**config.mk**
```make
export PLATFORM = sky130hd
export DESIGN_NAME = telemetry_frame_deframer
export DESIGN_NICKNAME = d
export VERILOG_FILES = /design/src/hdl/tfd_pkg.sv /design/src/hdl/tfd_regs.sv /design/src/hdl/tfd_ctrl.sv /design/src/hdl/tfd_dp.sv /design/src/hdl/telemetry_frame_deframer.sv
export SDC_FILE = /design/constraint.sdc
export NUM_CORES = 2
export LEC_CHECK = 0
export BUFFER_PORTS_ARGS = -buffer_cell sky130_fd_sc_hd__buf_4
export CAP_MARGIN = 20
export CORE_UTILIZATION = 45
export CTS_CLUSTER_DIAMETER = 150
export DETAILED_ROUTE_END_ITERATION = 10
export PLACE_DENSITY_LB_ADDON = 0.3
export SYNTH_ARGS = -nofsm -noshare
export SYNTH_HDL_FRONTEND = slang
export SYNTH_HIERARCHICAL = 1
export SYNTH_SLANG_ARGS = --single-unit
```
**constraint.sdc**
```tcl
create_clock -name clk -period 14.1 [get_ports clk]
set_input_delay 2.82 -clock clk [delete_from_list [all_inputs] [get_ports clk]]
set_output_delay 2.82 -clock clk [all_outputs]
set_load 0.01 [all_outputs]
```
**src/hdl/tfd_pkg.sv**
```systemverilog
// ----------------------------------------------------------------------------
// Telemetry frame deframer package
// Shared constants and the command and status types between the
// controller and the datapath.
// ----------------------------------------------------------------------------
package tfd_pkg;

	localparam int PENDING_DEPTH = 32;
	localparam int PEND_AW       = $clog2(PENDING_DEPTH);
	localparam int CNT_W         = $clog2(PENDING_DEPTH + 1);

	localparam logic [7:0] SYNC_BYTE  = 8'h7E;
	localparam logic [7:0] ESC_BYTE   = 8'h7D;
	localparam logic [7:0] ESC_XOR    = 8'h20;
	localparam logic [5:0] TIME_INDEX = 6'h3F;
	localparam logic [5:0] RC_BYTES   = 6'd32;

	typedef struct packed {
		logic take;
		logic rd_issue;
		logic push_out;
		logic fin;
	} tfd_cmd_t;

	typedef struct packed {
		logic commit;
		logic ptr_end;
		logic rd_skip;
		logic out_free;
	} tfd_sts_t;

endpackage

```
**src/hdl/tfd_regs.sv**
```systemverilog
// ----------------------------------------------------------------------------
// Telemetry frame deframer configuration registers
// APB-style register file holding the RC block type and first RC index.
// ----------------------------------------------------------------------------
module tfd_regs
	import tfd_pkg::*;
(
	input  logic        clk,
	input  logic        arst_n,
	input  logic        psel,
	input  logic        penable,
	input  logic        pwrite,
	input  logic [2:0]  paddr,
	input  logic [31:0] pwdata,
	output logic [31:0] prdata,
	output logic        pready,
	output logic [5:0]  rc_block_type,
	output logic [5:0]  rc_first_index
);

	localparam logic REG_RC_TYPE  = 1'b0;
	localparam logic REG_RC_FIRST = 1'b1;

	logic [5:0] rc_type_q;
	logic [5:0] rc_first_q;
	logic       wr_en;

	assign pready = 1'b1;
	assign wr_en  = psel && penable && pwrite;

	always_ff @(posedge clk or negedge arst_n) begin
		if (!arst_n) begin
			rc_type_q  <= 6'd41;
			rc_first_q <= 6'd41;
		end else if (wr_en) begin
			case (paddr[2])
				REG_RC_TYPE:  rc_type_q  <= pwdata[5:0];
				REG_RC_FIRST: rc_first_q <= pwdata[5:0];
				default: ;
			endcase
		end
	end

	always_comb begin
		case (paddr[2])
			REG_RC_TYPE:  prdata = {26'd0, rc_type_q};
			REG_RC_FIRST: prdata = {26'd0, rc_first_q};
			default:      prdata = 32'd0;
		endcase
	end

	assign rc_block_type  = rc_type_q;
	assign rc_first_index = rc_first_q;

endmodule

```
**src/hdl/tfd_ctrl.sv**
```systemverilog
// ----------------------------------------------------------------------------
// Telemetry frame deframer controller
// Sequences byte intake and the drain of the pending store after a commit.
// ----------------------------------------------------------------------------
module tfd_ctrl
	import tfd_pkg::*;
(
	input  logic     clk,
	input  logic     arst_n,
	input  logic     in_valid,
	output logic     in_stall,
	input  tfd_sts_t sts,
	output tfd_cmd_t cmd
);

	localparam logic [1:0] ST_RUN = 2'd0;
	localparam logic [1:0] ST_RD  = 2'd1;
	localparam logic [1:0] ST_CHK = 2'd2;
	localparam logic [1:0] ST_FIN = 2'd3;

	logic [1:0] state_q;
	logic [1:0] state_nx;

	assign in_stall = (state_q != ST_RUN);

	always_comb begin
		state_nx     = state_q;
		cmd          = '0;
		case (state_q)
			ST_RUN: begin
				cmd.take = in_valid;
				if (sts.commit)
					state_nx = ST_RD;
			end
			ST_RD: begin
				if (sts.ptr_end) begin
					state_nx = ST_FIN;
				end else begin
					cmd.rd_issue = 1'b1;
					state_nx     = ST_CHK;
				end
			end
			ST_CHK: begin
				if (sts.rd_skip) begin
					state_nx = ST_RD;
				end else if (sts.out_free) begin
					cmd.push_out = 1'b1;
					state_nx     = ST_RD;
				end
			end
			ST_FIN: begin
				if (sts.out_free) begin
					cmd.fin  = 1'b1;
					state_nx = ST_RUN;
				end
			end
			default: state_nx = ST_RUN;
		endcase
	end

	always_ff @(posedge clk or negedge arst_n) begin
		if (!arst_n)
			state_q <= ST_RUN;
		else
			state_q <= state_nx;
	end

endmodule

```
**src/hdl/tfd_dp.sv**
```systemverilog
// ----------------------------------------------------------------------------
// Telemetry frame deframer datapath
// Byte unstuffing, frame parsing, pending field store and result register.
// ----------------------------------------------------------------------------
module tfd_dp
	import tfd_pkg::*;
(
	input  logic        clk,
	input  logic        arst_n,
	input  tfd_cmd_t    cmd,
	output tfd_sts_t    sts,
	input  logic [7:0]  rx_byte,
	input  logic [5:0]  rc_block_type,
	input  logic [5:0]  rc_first_index,
	output logic        out_valid,
	input  logic        out_stall,
	output logic [5:0]  field_index,
	output logic [31:0] field_value,
	output logic        overflow,
	output logic        last
);

	localparam logic [1:0] PH_WAIT = 2'd0;
	localparam logic [1:0] PH_TIME = 2'd1;
	localparam logic [1:0] PH_TYPE = 2'd2;
	localparam logic [1:0] PH_DATA = 2'd3;

	logic [1:0]       phase_q;
	logic [5:0]       bc_q;
	logic             esc_q;
	logic [31:0]      ftime_q;
	logic [5:0]       cur_type_q;
	logic [1:0]       zbc_q;
	logic [31:0]      acc_q;
	logic [CNT_W-1:0] count_q;
	logic             ovf_q;
	logic [37:0]      mem [PENDING_DEPTH];
	logic [CNT_W-1:0] rd_ptr_q;
	logic [5:0]       rd_type_q;
	logic [31:0]      rd_val_q;
	logic [5:0]       hold_idx_q;
	logic [31:0]      hold_val_q;
	logic             out_valid_q;
	logic [5:0]       out_idx_q;
	logic [31:0]      out_val_q;
	logic             out_ovf_q;
	logic             out_last_q;

	logic [7:0]  cc;
	logic        is_sync;
	logic        is_esc;
	logic        commit;
	logic        is_rc;
	logic [5:0]  bc_nx;
	logic [31:0] acc_sh;
	logic        push_en;
	logic [5:0]  push_type;
	logic [31:0] push_val;
	logic        done_en;
	logic        out_free;

	always_comb begin
		cc        = esc_q ? (rx_byte ^ ESC_XOR) : rx_byte;
		is_sync   = (rx_byte == SYNC_BYTE);
		is_esc    = (rx_byte == ESC_BYTE);
		commit    = cmd.take && is_sync && (phase_q == PH_TYPE) && (count_q != '0);
		is_rc     = (cur_type_q == rc_block_type);
		bc_nx     = bc_q + 6'd1;
		acc_sh    = {acc_q[23:0], cc};
		push_en   = 1'b0;
		push_type = cur_type_q;
		push_val  = acc_sh;
		done_en   = 1'b0;
		if (cmd.take && !is_sync && !is_esc && (phase_q == PH_DATA)) begin
			if (is_rc) begin
				push_type = rc_first_index + {1'b0, bc_q[5:1]};
				push_val  = acc_q | {24'd0, cc};
				push_en   = bc_q[0];
				done_en   = (bc_nx >= RC_BYTES);
			end else begin
				push_en = (bc_nx >= (6'd4 - {4'd0, zbc_q}));
				done_en = push_en;
			end
		end
	end

	assign out_free = !out_valid_q || !out_stall;

	always_ff @(posedge clk or negedge arst_n) begin
		if (!arst_n) begin
			phase_q    <= PH_WAIT;
			bc_q       <= '0;
			esc_q      <= 1'b0;
			ftime_q    <= '0;
			cur_type_q <= '0;
			zbc_q      <= '0;
			acc_q      <= '0;
			count_q    <= '0;
			ovf_q      <= 1'b0;
		end else if (cmd.fin) begin
			ftime_q <= '0;
			count_q <= '0;
			ovf_q   <= 1'b0;
		end else if (cmd.take) begin
			if (is_sync) begin
				phase_q    <= PH_TIME;
				esc_q      <= 1'b0;
				bc_q       <= '0;
				cur_type_q <= '0;
				zbc_q      <= '0;
				acc_q      <= '0;
				if (!commit) begin
					ftime_q <= '0;
					count_q <= '0;
					ovf_q   <= 1'b0;
				end
			end else if (is_esc) begin
				esc_q <= 1'b1;
			end else begin
				esc_q <= 1'b0;
				case (phase_q)
					PH_TIME: begin
						ftime_q <= {ftime_q[23:0], cc};
						if (bc_q < 6'd3) begin
							bc_q <= bc_nx;
						end else begin
							bc_q    <= '0;
							phase_q <= PH_TYPE;
						end
					end
					PH_TYPE: begin
						cur_type_q <= cc[5:0];
						zbc_q      <= cc[7:6];
						bc_q       <= '0;
						acc_q      <= '0;
						phase_q    <= PH_DATA;
					end
					PH_DATA: begin
						if (is_rc)
							acc_q <= bc_q[0] ? push_val : {16'd0, cc, 8'd0};
						else
							acc_q <= acc_sh;
						bc_q <= bc_nx;
						if (push_en) begin
							if (count_q < CNT_W'(PENDING_DEPTH))
								count_q <= count_q + 1'b1;
							else
								ovf_q <= 1'b1;
						end
						if (done_en) begin
							cur_type_q <= '0;
							bc_q       <= '0;
							acc_q      <= '0;
							phase_q    <= PH_TYPE;
						end
					end
					default: ;
				endcase
			end
		end
	end

	always_ff @(posedge clk) begin
		if (push_en && (count_q < CNT_W'(PENDING_DEPTH)))
			mem[count_q[PEND_AW-1:0]] <= {push_type, push_val};
		if (cmd.rd_issue)
			{rd_type_q, rd_val_q} <= mem[rd_ptr_q[PEND_AW-1:0]];
	end

	always_ff @(posedge clk) begin
		if (commit) begin
			rd_ptr_q   <= '0;
			hold_idx_q <= TIME_INDEX;
			hold_val_q <= ftime_q;
		end else begin
			if (cmd.rd_issue)
				rd_ptr_q <= rd_ptr_q + 1'b1;
			if (cmd.push_out) begin
				hold_idx_q <= rd_type_q;
				hold_val_q <= rd_val_q;
			end
		end
		if (cmd.push_out || cmd.fin) begin
			out_idx_q  <= hold_idx_q;
			out_val_q  <= hold_val_q;
			out_ovf_q  <= ovf_q;
			out_last_q <= cmd.fin;
		end
	end

	always_ff @(posedge clk or negedge arst_n) begin
		if (!arst_n)
			out_valid_q <= 1'b0;
		else if (cmd.push_out || cmd.fin)
			out_valid_q <= 1'b1;
		else if (!out_stall)
			out_valid_q <= 1'b0;
	end

	assign sts.commit   = commit;
	assign sts.ptr_end  = (rd_ptr_q == count_q);
	assign sts.rd_skip  = (rd_type_q == TIME_INDEX);
	assign sts.out_free = out_free;

	assign out_valid   = out_valid_q;
	assign field_index = out_idx_q;
	assign field_value = out_val_q;
	assign overflow    = out_ovf_q;
	assign last        = out_last_q;

endmodule

```
**src/hdl/telemetry_frame_deframer.sv**
```systemverilog
// ----------------------------------------------------------------------------
// Telemetry frame deframer
// Byte-stuffed telemetry frame parser with a pending field store.
// ----------------------------------------------------------------------------
// Input channel: in_valid / in_stall / rx_byte, one raw link byte per
// transaction. Output channel: out_valid / out_stall with field_index,
// field_value, overflow and last, one table update per transaction.
// Configuration: APB-style port, rc_block_type at 0x0, rc_first_index at 0x4.
// An ordinary byte produces nothing. A sync byte that commits a frame
// holding N stored fields raises in_stall while the store drains: the
// store is read one entry at a time through a registered read port, the
// timestamp comes first, and the final update carries last. A receiver
// stall lengthens the drain only while the next update waits for the
// output register to free up.
// The output register lets a byte be taken while a result still waits,
// as long as no drain is in progress.
// Reset clears the parser to wait for sync, empties the store and loads
// both configuration registers with 41; the store contents are not cleared.
// ----------------------------------------------------------------------------
module telemetry_frame_deframer
	import tfd_pkg::*;
(
	input  logic        clk,
	input  logic        arst_n,
	input  logic        in_valid,
	output logic        in_stall,
	input  logic [7:0]  rx_byte,
	output logic        out_valid,
	input  logic        out_stall,
	output logic [5:0]  field_index,
	output logic [31:0] field_value,
	output logic        overflow,
	output logic        last,
	input  logic        psel,
	input  logic        penable,
	input  logic        pwrite,
	input  logic [2:0]  paddr,
	input  logic [31:0] pwdata,
	output logic [31:0] prdata,
	output logic        pready
);

	tfd_cmd_t   cmd;
	tfd_sts_t   sts;
	logic [5:0] rc_block_type;
	logic [5:0] rc_first_index;

	tfd_regs u_regs (
		.clk            (clk),
		.arst_n         (arst_n),
		.psel           (psel),
		.penable        (penable),
		.pwrite         (pwrite),
		.paddr          (paddr),
		.pwdata         (pwdata),
		.prdata         (prdata),
		.pready         (pready),
		.rc_block_type  (rc_block_type),
		.rc_first_index (rc_first_index)
	);

	tfd_ctrl u_ctrl (
		.clk      (clk),
		.arst_n   (arst_n),
		.in_valid (in_valid),
		.in_stall (in_stall),
		.sts      (sts),
		.cmd      (cmd)
	);

	tfd_dp u_dp (
		.clk            (clk),
		.arst_n         (arst_n),
		.cmd            (cmd),
		.sts            (sts),
		.rx_byte        (rx_byte),
		.rc_block_type  (rc_block_type),
		.rc_first_index (rc_first_index),
		.out_valid      (out_valid),
		.out_stall      (out_stall),
		.field_index    (field_index),
		.field_value    (field_value),
		.overflow       (overflow),
		.last           (last)
	);

	a_push_free: assert property (@(posedge clk) disable iff (!arst_n)
		cmd.push_out |-> sts.out_free)
		else $error("result pushed into an occupied output register");

	a_fin_free: assert property (@(posedge clk) disable iff (!arst_n)
		cmd.fin |-> sts.out_free)
		else $error("final result pushed into an occupied output register");

	a_cmd_excl: assert property (@(posedge clk) disable iff (!arst_n)
		$onehot0({cmd.take, cmd.rd_issue, cmd.push_out, cmd.fin}))
		else $error("conflicting datapath commands");

	a_commit_stall: assert property (@(posedge clk) disable iff (!arst_n)
		sts.commit |=> in_stall)
		else $error("input not held during drain");

endmodule

```
==> impl_metrics.tcl <==
set metrics [dict create \
    initial_utilization_pct 45.4 \
    synth-main-ff-cell "edfxtp_1" \
    holdPathEnd "u_dp/field_value[20]$_DFFE_PP_" \
    grt-ovfl-total 0 \
    p_seq_share_pct 44.0 \
    grt_pass1_wl_mm 189 \
    nets 2881 \
    core_area_mm2 0.124 \
    syn_inst 2671 \
    cp_slowest_cell "nor2_4" \
    vias 27100 \
    die_x_um 356 \
    postCtsSetupBuffers 0 \
    crit_path_start_kind "primary input" \
    crit_arrival_ps 7000 \
    insertion_delay_ps 760 \
    ant_nets 0 \
    relSlewSlack_pct 23.3 \
    tightest_slew_ps 1150 \
    syn_area_mm2 0.0562 \
    p_leak_uw 0.0211 \
    cts_hold_buf 0 \
    hold_depth 0 \
    drive_gt1_share_pct 29.4 \
    cp_cell_sequence "buf_4 -> inv_1 -> nor2_1 -> nand3_1 -> a41o_4 -> a311o_1 -> a21oi_2 -> nand2_1 -> nor2_4 -> buf_4" \
    ys_warn_count 6 \
    wire_per_inst_um 28.5 \
    drv_cap 0 \
    ys_types 73 \
    cp_slowest_stage_delay_ps 910 \
    wl_mm 130 \
    synthTopCellsByArea "edfxtp_1 (71%), mux4_2 (15%), dfrtp_1 (4.3%)" \
    area_growth_pct 13.3 \
    post_cts_resized 0 \
    comb_power_share_pct 26.2 \
    viasPerCell 5.92 \
    numPortBuffers 69 \
    violations "DRC" \
    fmax_mhz 151 \
    r2r_cells 9 \
    htree_levels 4 \
    period_needed_ps 6630 \
    r2r-start "u_ctrl/state_q[1]$_DFFE_PN0P_" \
    crit_required_ps 14470 \
    period_share_pct 47.0 \
    fillers 9533 \
    grt_pass1_vias 27300 \
    status "complete, but fails checks" \
    first_pass_iters 9 \
    place_congestion 0.893 \
    min-delay-start "u_dp/hold_val_q[20]$_DFFE_PP_" \
    synth_top_area_share_pct 70.8 \
    tns_ps 0 \
    p_per_area_mw_per_mm2 202 \
    grtUsageTotal_pct 20.8 \
    p_clk_share_pct 29.8 \
    dpl.hpwl_mm 71.6 \
    p_sw_share_pct 28.7 \
    dieArea_mm2 0.126 \
    clock_path_buffers 3 \
    crit_path_frequent_cell "buf_4" \
    ys_ff_latch 1441 \
    p_int_uw 9200 \
    finalPower_uw 12900 \
    die_h_um 356 \
    cts.sinks 1441 \
    path_max_fanout 24 \
    ys_seq_area_share_pct 75.8 \
    clock_skew_ps 38.5 \
    num_antenna_cells 0 \
    setup_viol 0 \
    cts.reportedPaths.clkPinSlew_ps 60 \
    cts-root-buf "clkbuf_16" \
    grt_max_degree 111 \
    end_kind "register" \
    slew_violations 0 \
    route.detailed.drc 50 \
    synth_async_sr_flop_share_pct 7.15 \
    synth_edf_count 1326 \
    crit_type "primary input to register" \
    synth.avg_cell_area_um2 21.1 \
    r2r_slack_ps 8900 \
    peakVddDrop_uv 189 \
    regToRegEndpoint "u_dp/mem[1][22]$_DFFE_PP_" \
    cts_tree "yes" \
    io_pins 125 \
    fp-row-count 129 \
    cts_buffers 146 \
    synth_area_leader_cell "edfxtp_1" \
    p_switching_uw 3700 \
    drt-initial-drc-count 3228 \
    rsz0062_at_grt "false" \
    hold_viol 0 \
    hold_class "register to register" \
    antenna_found_initial 4 \
]
## worst max path at each step
stage               start                          to  slack [ps]  depth (start not counted)
2_1_floorplan  rx_byte[0]   u_dp/mem[20][0]$_DFFE_PP_        7790                          7
3_3_place_gp     in_valid   u_dp/mem[17][0]$_DFFE_PP_        6930                         10
3_5_place_dp     in_valid  u_dp/mem[18][11]$_DFFE_PP_        6790                         10
4_1_cts          in_valid  u_dp/mem[17][17]$_DFFE_PP_        7640                         10
5_1_grt          in_valid   u_dp/mem[16][3]$_DFFE_PP_        7330                         10
6_report         in_valid   u_dp/mem[1][22]$_DFFE_PP_        7470                         10
## power groups by stage
stage               Combinational, µW  Clock (µW)  Sequential (µW)
finish                           3380        3840             5680
global route                     3610        4070             5720
CTS                              3380        3910             5680
detailed placement               3360           0             5770
global placement                 3280           0             5750
floorplan                        2470           0             5600
## routing by layer
metal  up-vias  global-route usage (%)  share of wire, %
li1      11200                       -                 -
met1     14400                    29.9                41
met2      1272                    32.4                48
met3       240                    3.99               8.4
met4         4                    6.72               2.8
met5         -                       0             0.019
## registers in the layout, indices dropped and copies added, names as in the netlist
register and flops:
u_dp/count_q 6, u_dp/phase_q 2, u_dp/acc_q 32, u_dp/zbc_q 2, u_dp/rd_ptr_q 6, u_dp/rd_val_q 32, u_dp/rd_type_q 6, u_regs/rc_block_type 6
u_dp/bc_q 6, u_dp/ftime_q 32, u_dp/field_index 6, u_dp/mem 1216, u_dp/last 1, u_dp/hold_val_q 32, u_dp/esc_q 1, u_dp/cur_type_q 6
u_dp/field_value 32, u_dp/ovf_q 1, u_dp/hold_idx_q 6, u_dp/overflow 1, u_regs/rc_first_index 6, u_ctrl/state_q 2, u_dp/out_valid 1
## worst max-delay path: cells and delay by family
kind | cells | cell delay [ps]
buf+inv | 3 | 710
simple gates | 4 | 2420
compound gates | 3 | 1000
## through the flow
stage               cells  area, µm²  utilization [%]  hold WS, ps  setup WS (ps)
floorplan            2696      56300                -          400           7790
global placement     4295      58700             47.4          401           6930
detailed placement   4297      58800             47.5          405           6790
CTS                  4560      63600             51.3          398           7640
global route         4567      63700             51.5          411           7330
finish               4567      63700             51.5          392           7470
## synthesized netlist by cell type (all sizes together) (3+ instances only)
master	instances
buf	98
mux2i	8
nand3	39
a41o	3
ha	15
dfxtp	12
nand2b	5
or2	6
a21o	14
mux4	381
edfxtp	1326
a22o	39
o31ai	6
and2	3
xnor2	14
or3	4
nand2	267
nor2	58
a21oi	14
and3	4
clkbuf	68
o21ai	23
o21bai	4
nor3	12
inv	24
xor2	11
mux2	57
a22oi	3
a211oi	4
dfrtp	97
and4	3
dfstp	6
nand4	7
nand3b	3
## logic make-up (layout without fill, tap and decap cells)
group / count (synthesis) / in the layout / share of synthesized area [%]
multiplexers: 446 / 446 / 16.5
buffers and inverters: 190 / 424 / 1.81
other: 2 / 27 / 0.0134
XOR/XNOR: 25 / 25 / 0.389
adder cells (fa/ha/maj): 16 / 16 / 0.369
AO/OA/AOI/OAI: 129 / 129 / 1.76
AND/OR/NAND/NOR: 422 / 422 / 3.30
flip-flops: 1441 / 1441 / 75.8
## final cells by class
type | instances | area [µm²] | share of cell area, %
clock buffer | 186 | 3990 | 6.26
multi-input combinational | 1065 | 13000 | 20.3
timing repair buffer | 137 | 1170 | 1.83
tap | 1637 | 2050 | 3.21
clock inverter | 77 | 808 | 1.27
inverter | 24 | 90.1 | 0.141
sequential | 1441 | 42700 | 66.9
## cell usage in the layout, fill, tap and decap left out, drive strengths merged, types with 3 or more instances in the layout
| cell type | instances |
|---|---|
| a211oi | 4 |
| a21o | 14 |
| a21oi | 14 |
| a22o | 39 |
| a22oi | 3 |
| a41o | 3 |
| and2 | 3 |
| and3 | 4 |
| and4 | 3 |
| buf | 135 |
| bufinv | 13 |
| clkbuf | 188 |
| clkinv | 56 |
| clkinvlp | 5 |
| conb | 27 |
| dfrtp | 97 |
| dfstp | 6 |
| dfxtp | 12 |
| edfxtp | 1326 |
| ha | 15 |
| inv | 27 |
| mux2 | 57 |
| mux2i | 8 |
| mux4 | 381 |
| nand2 | 267 |
| nand2b | 5 |
| nand3 | 39 |
| nand3b | 3 |
| nand4 | 7 |
| nor2 | 58 |
| nor3 | 12 |
| o21ai | 23 |
| o21bai | 4 |
| o31ai | 6 |
| or2 | 6 |
| or3 | 4 |
| xnor2 | 14 |
| xor2 | 11 |
Note: power is estimated with default switching activity, not from simulation.
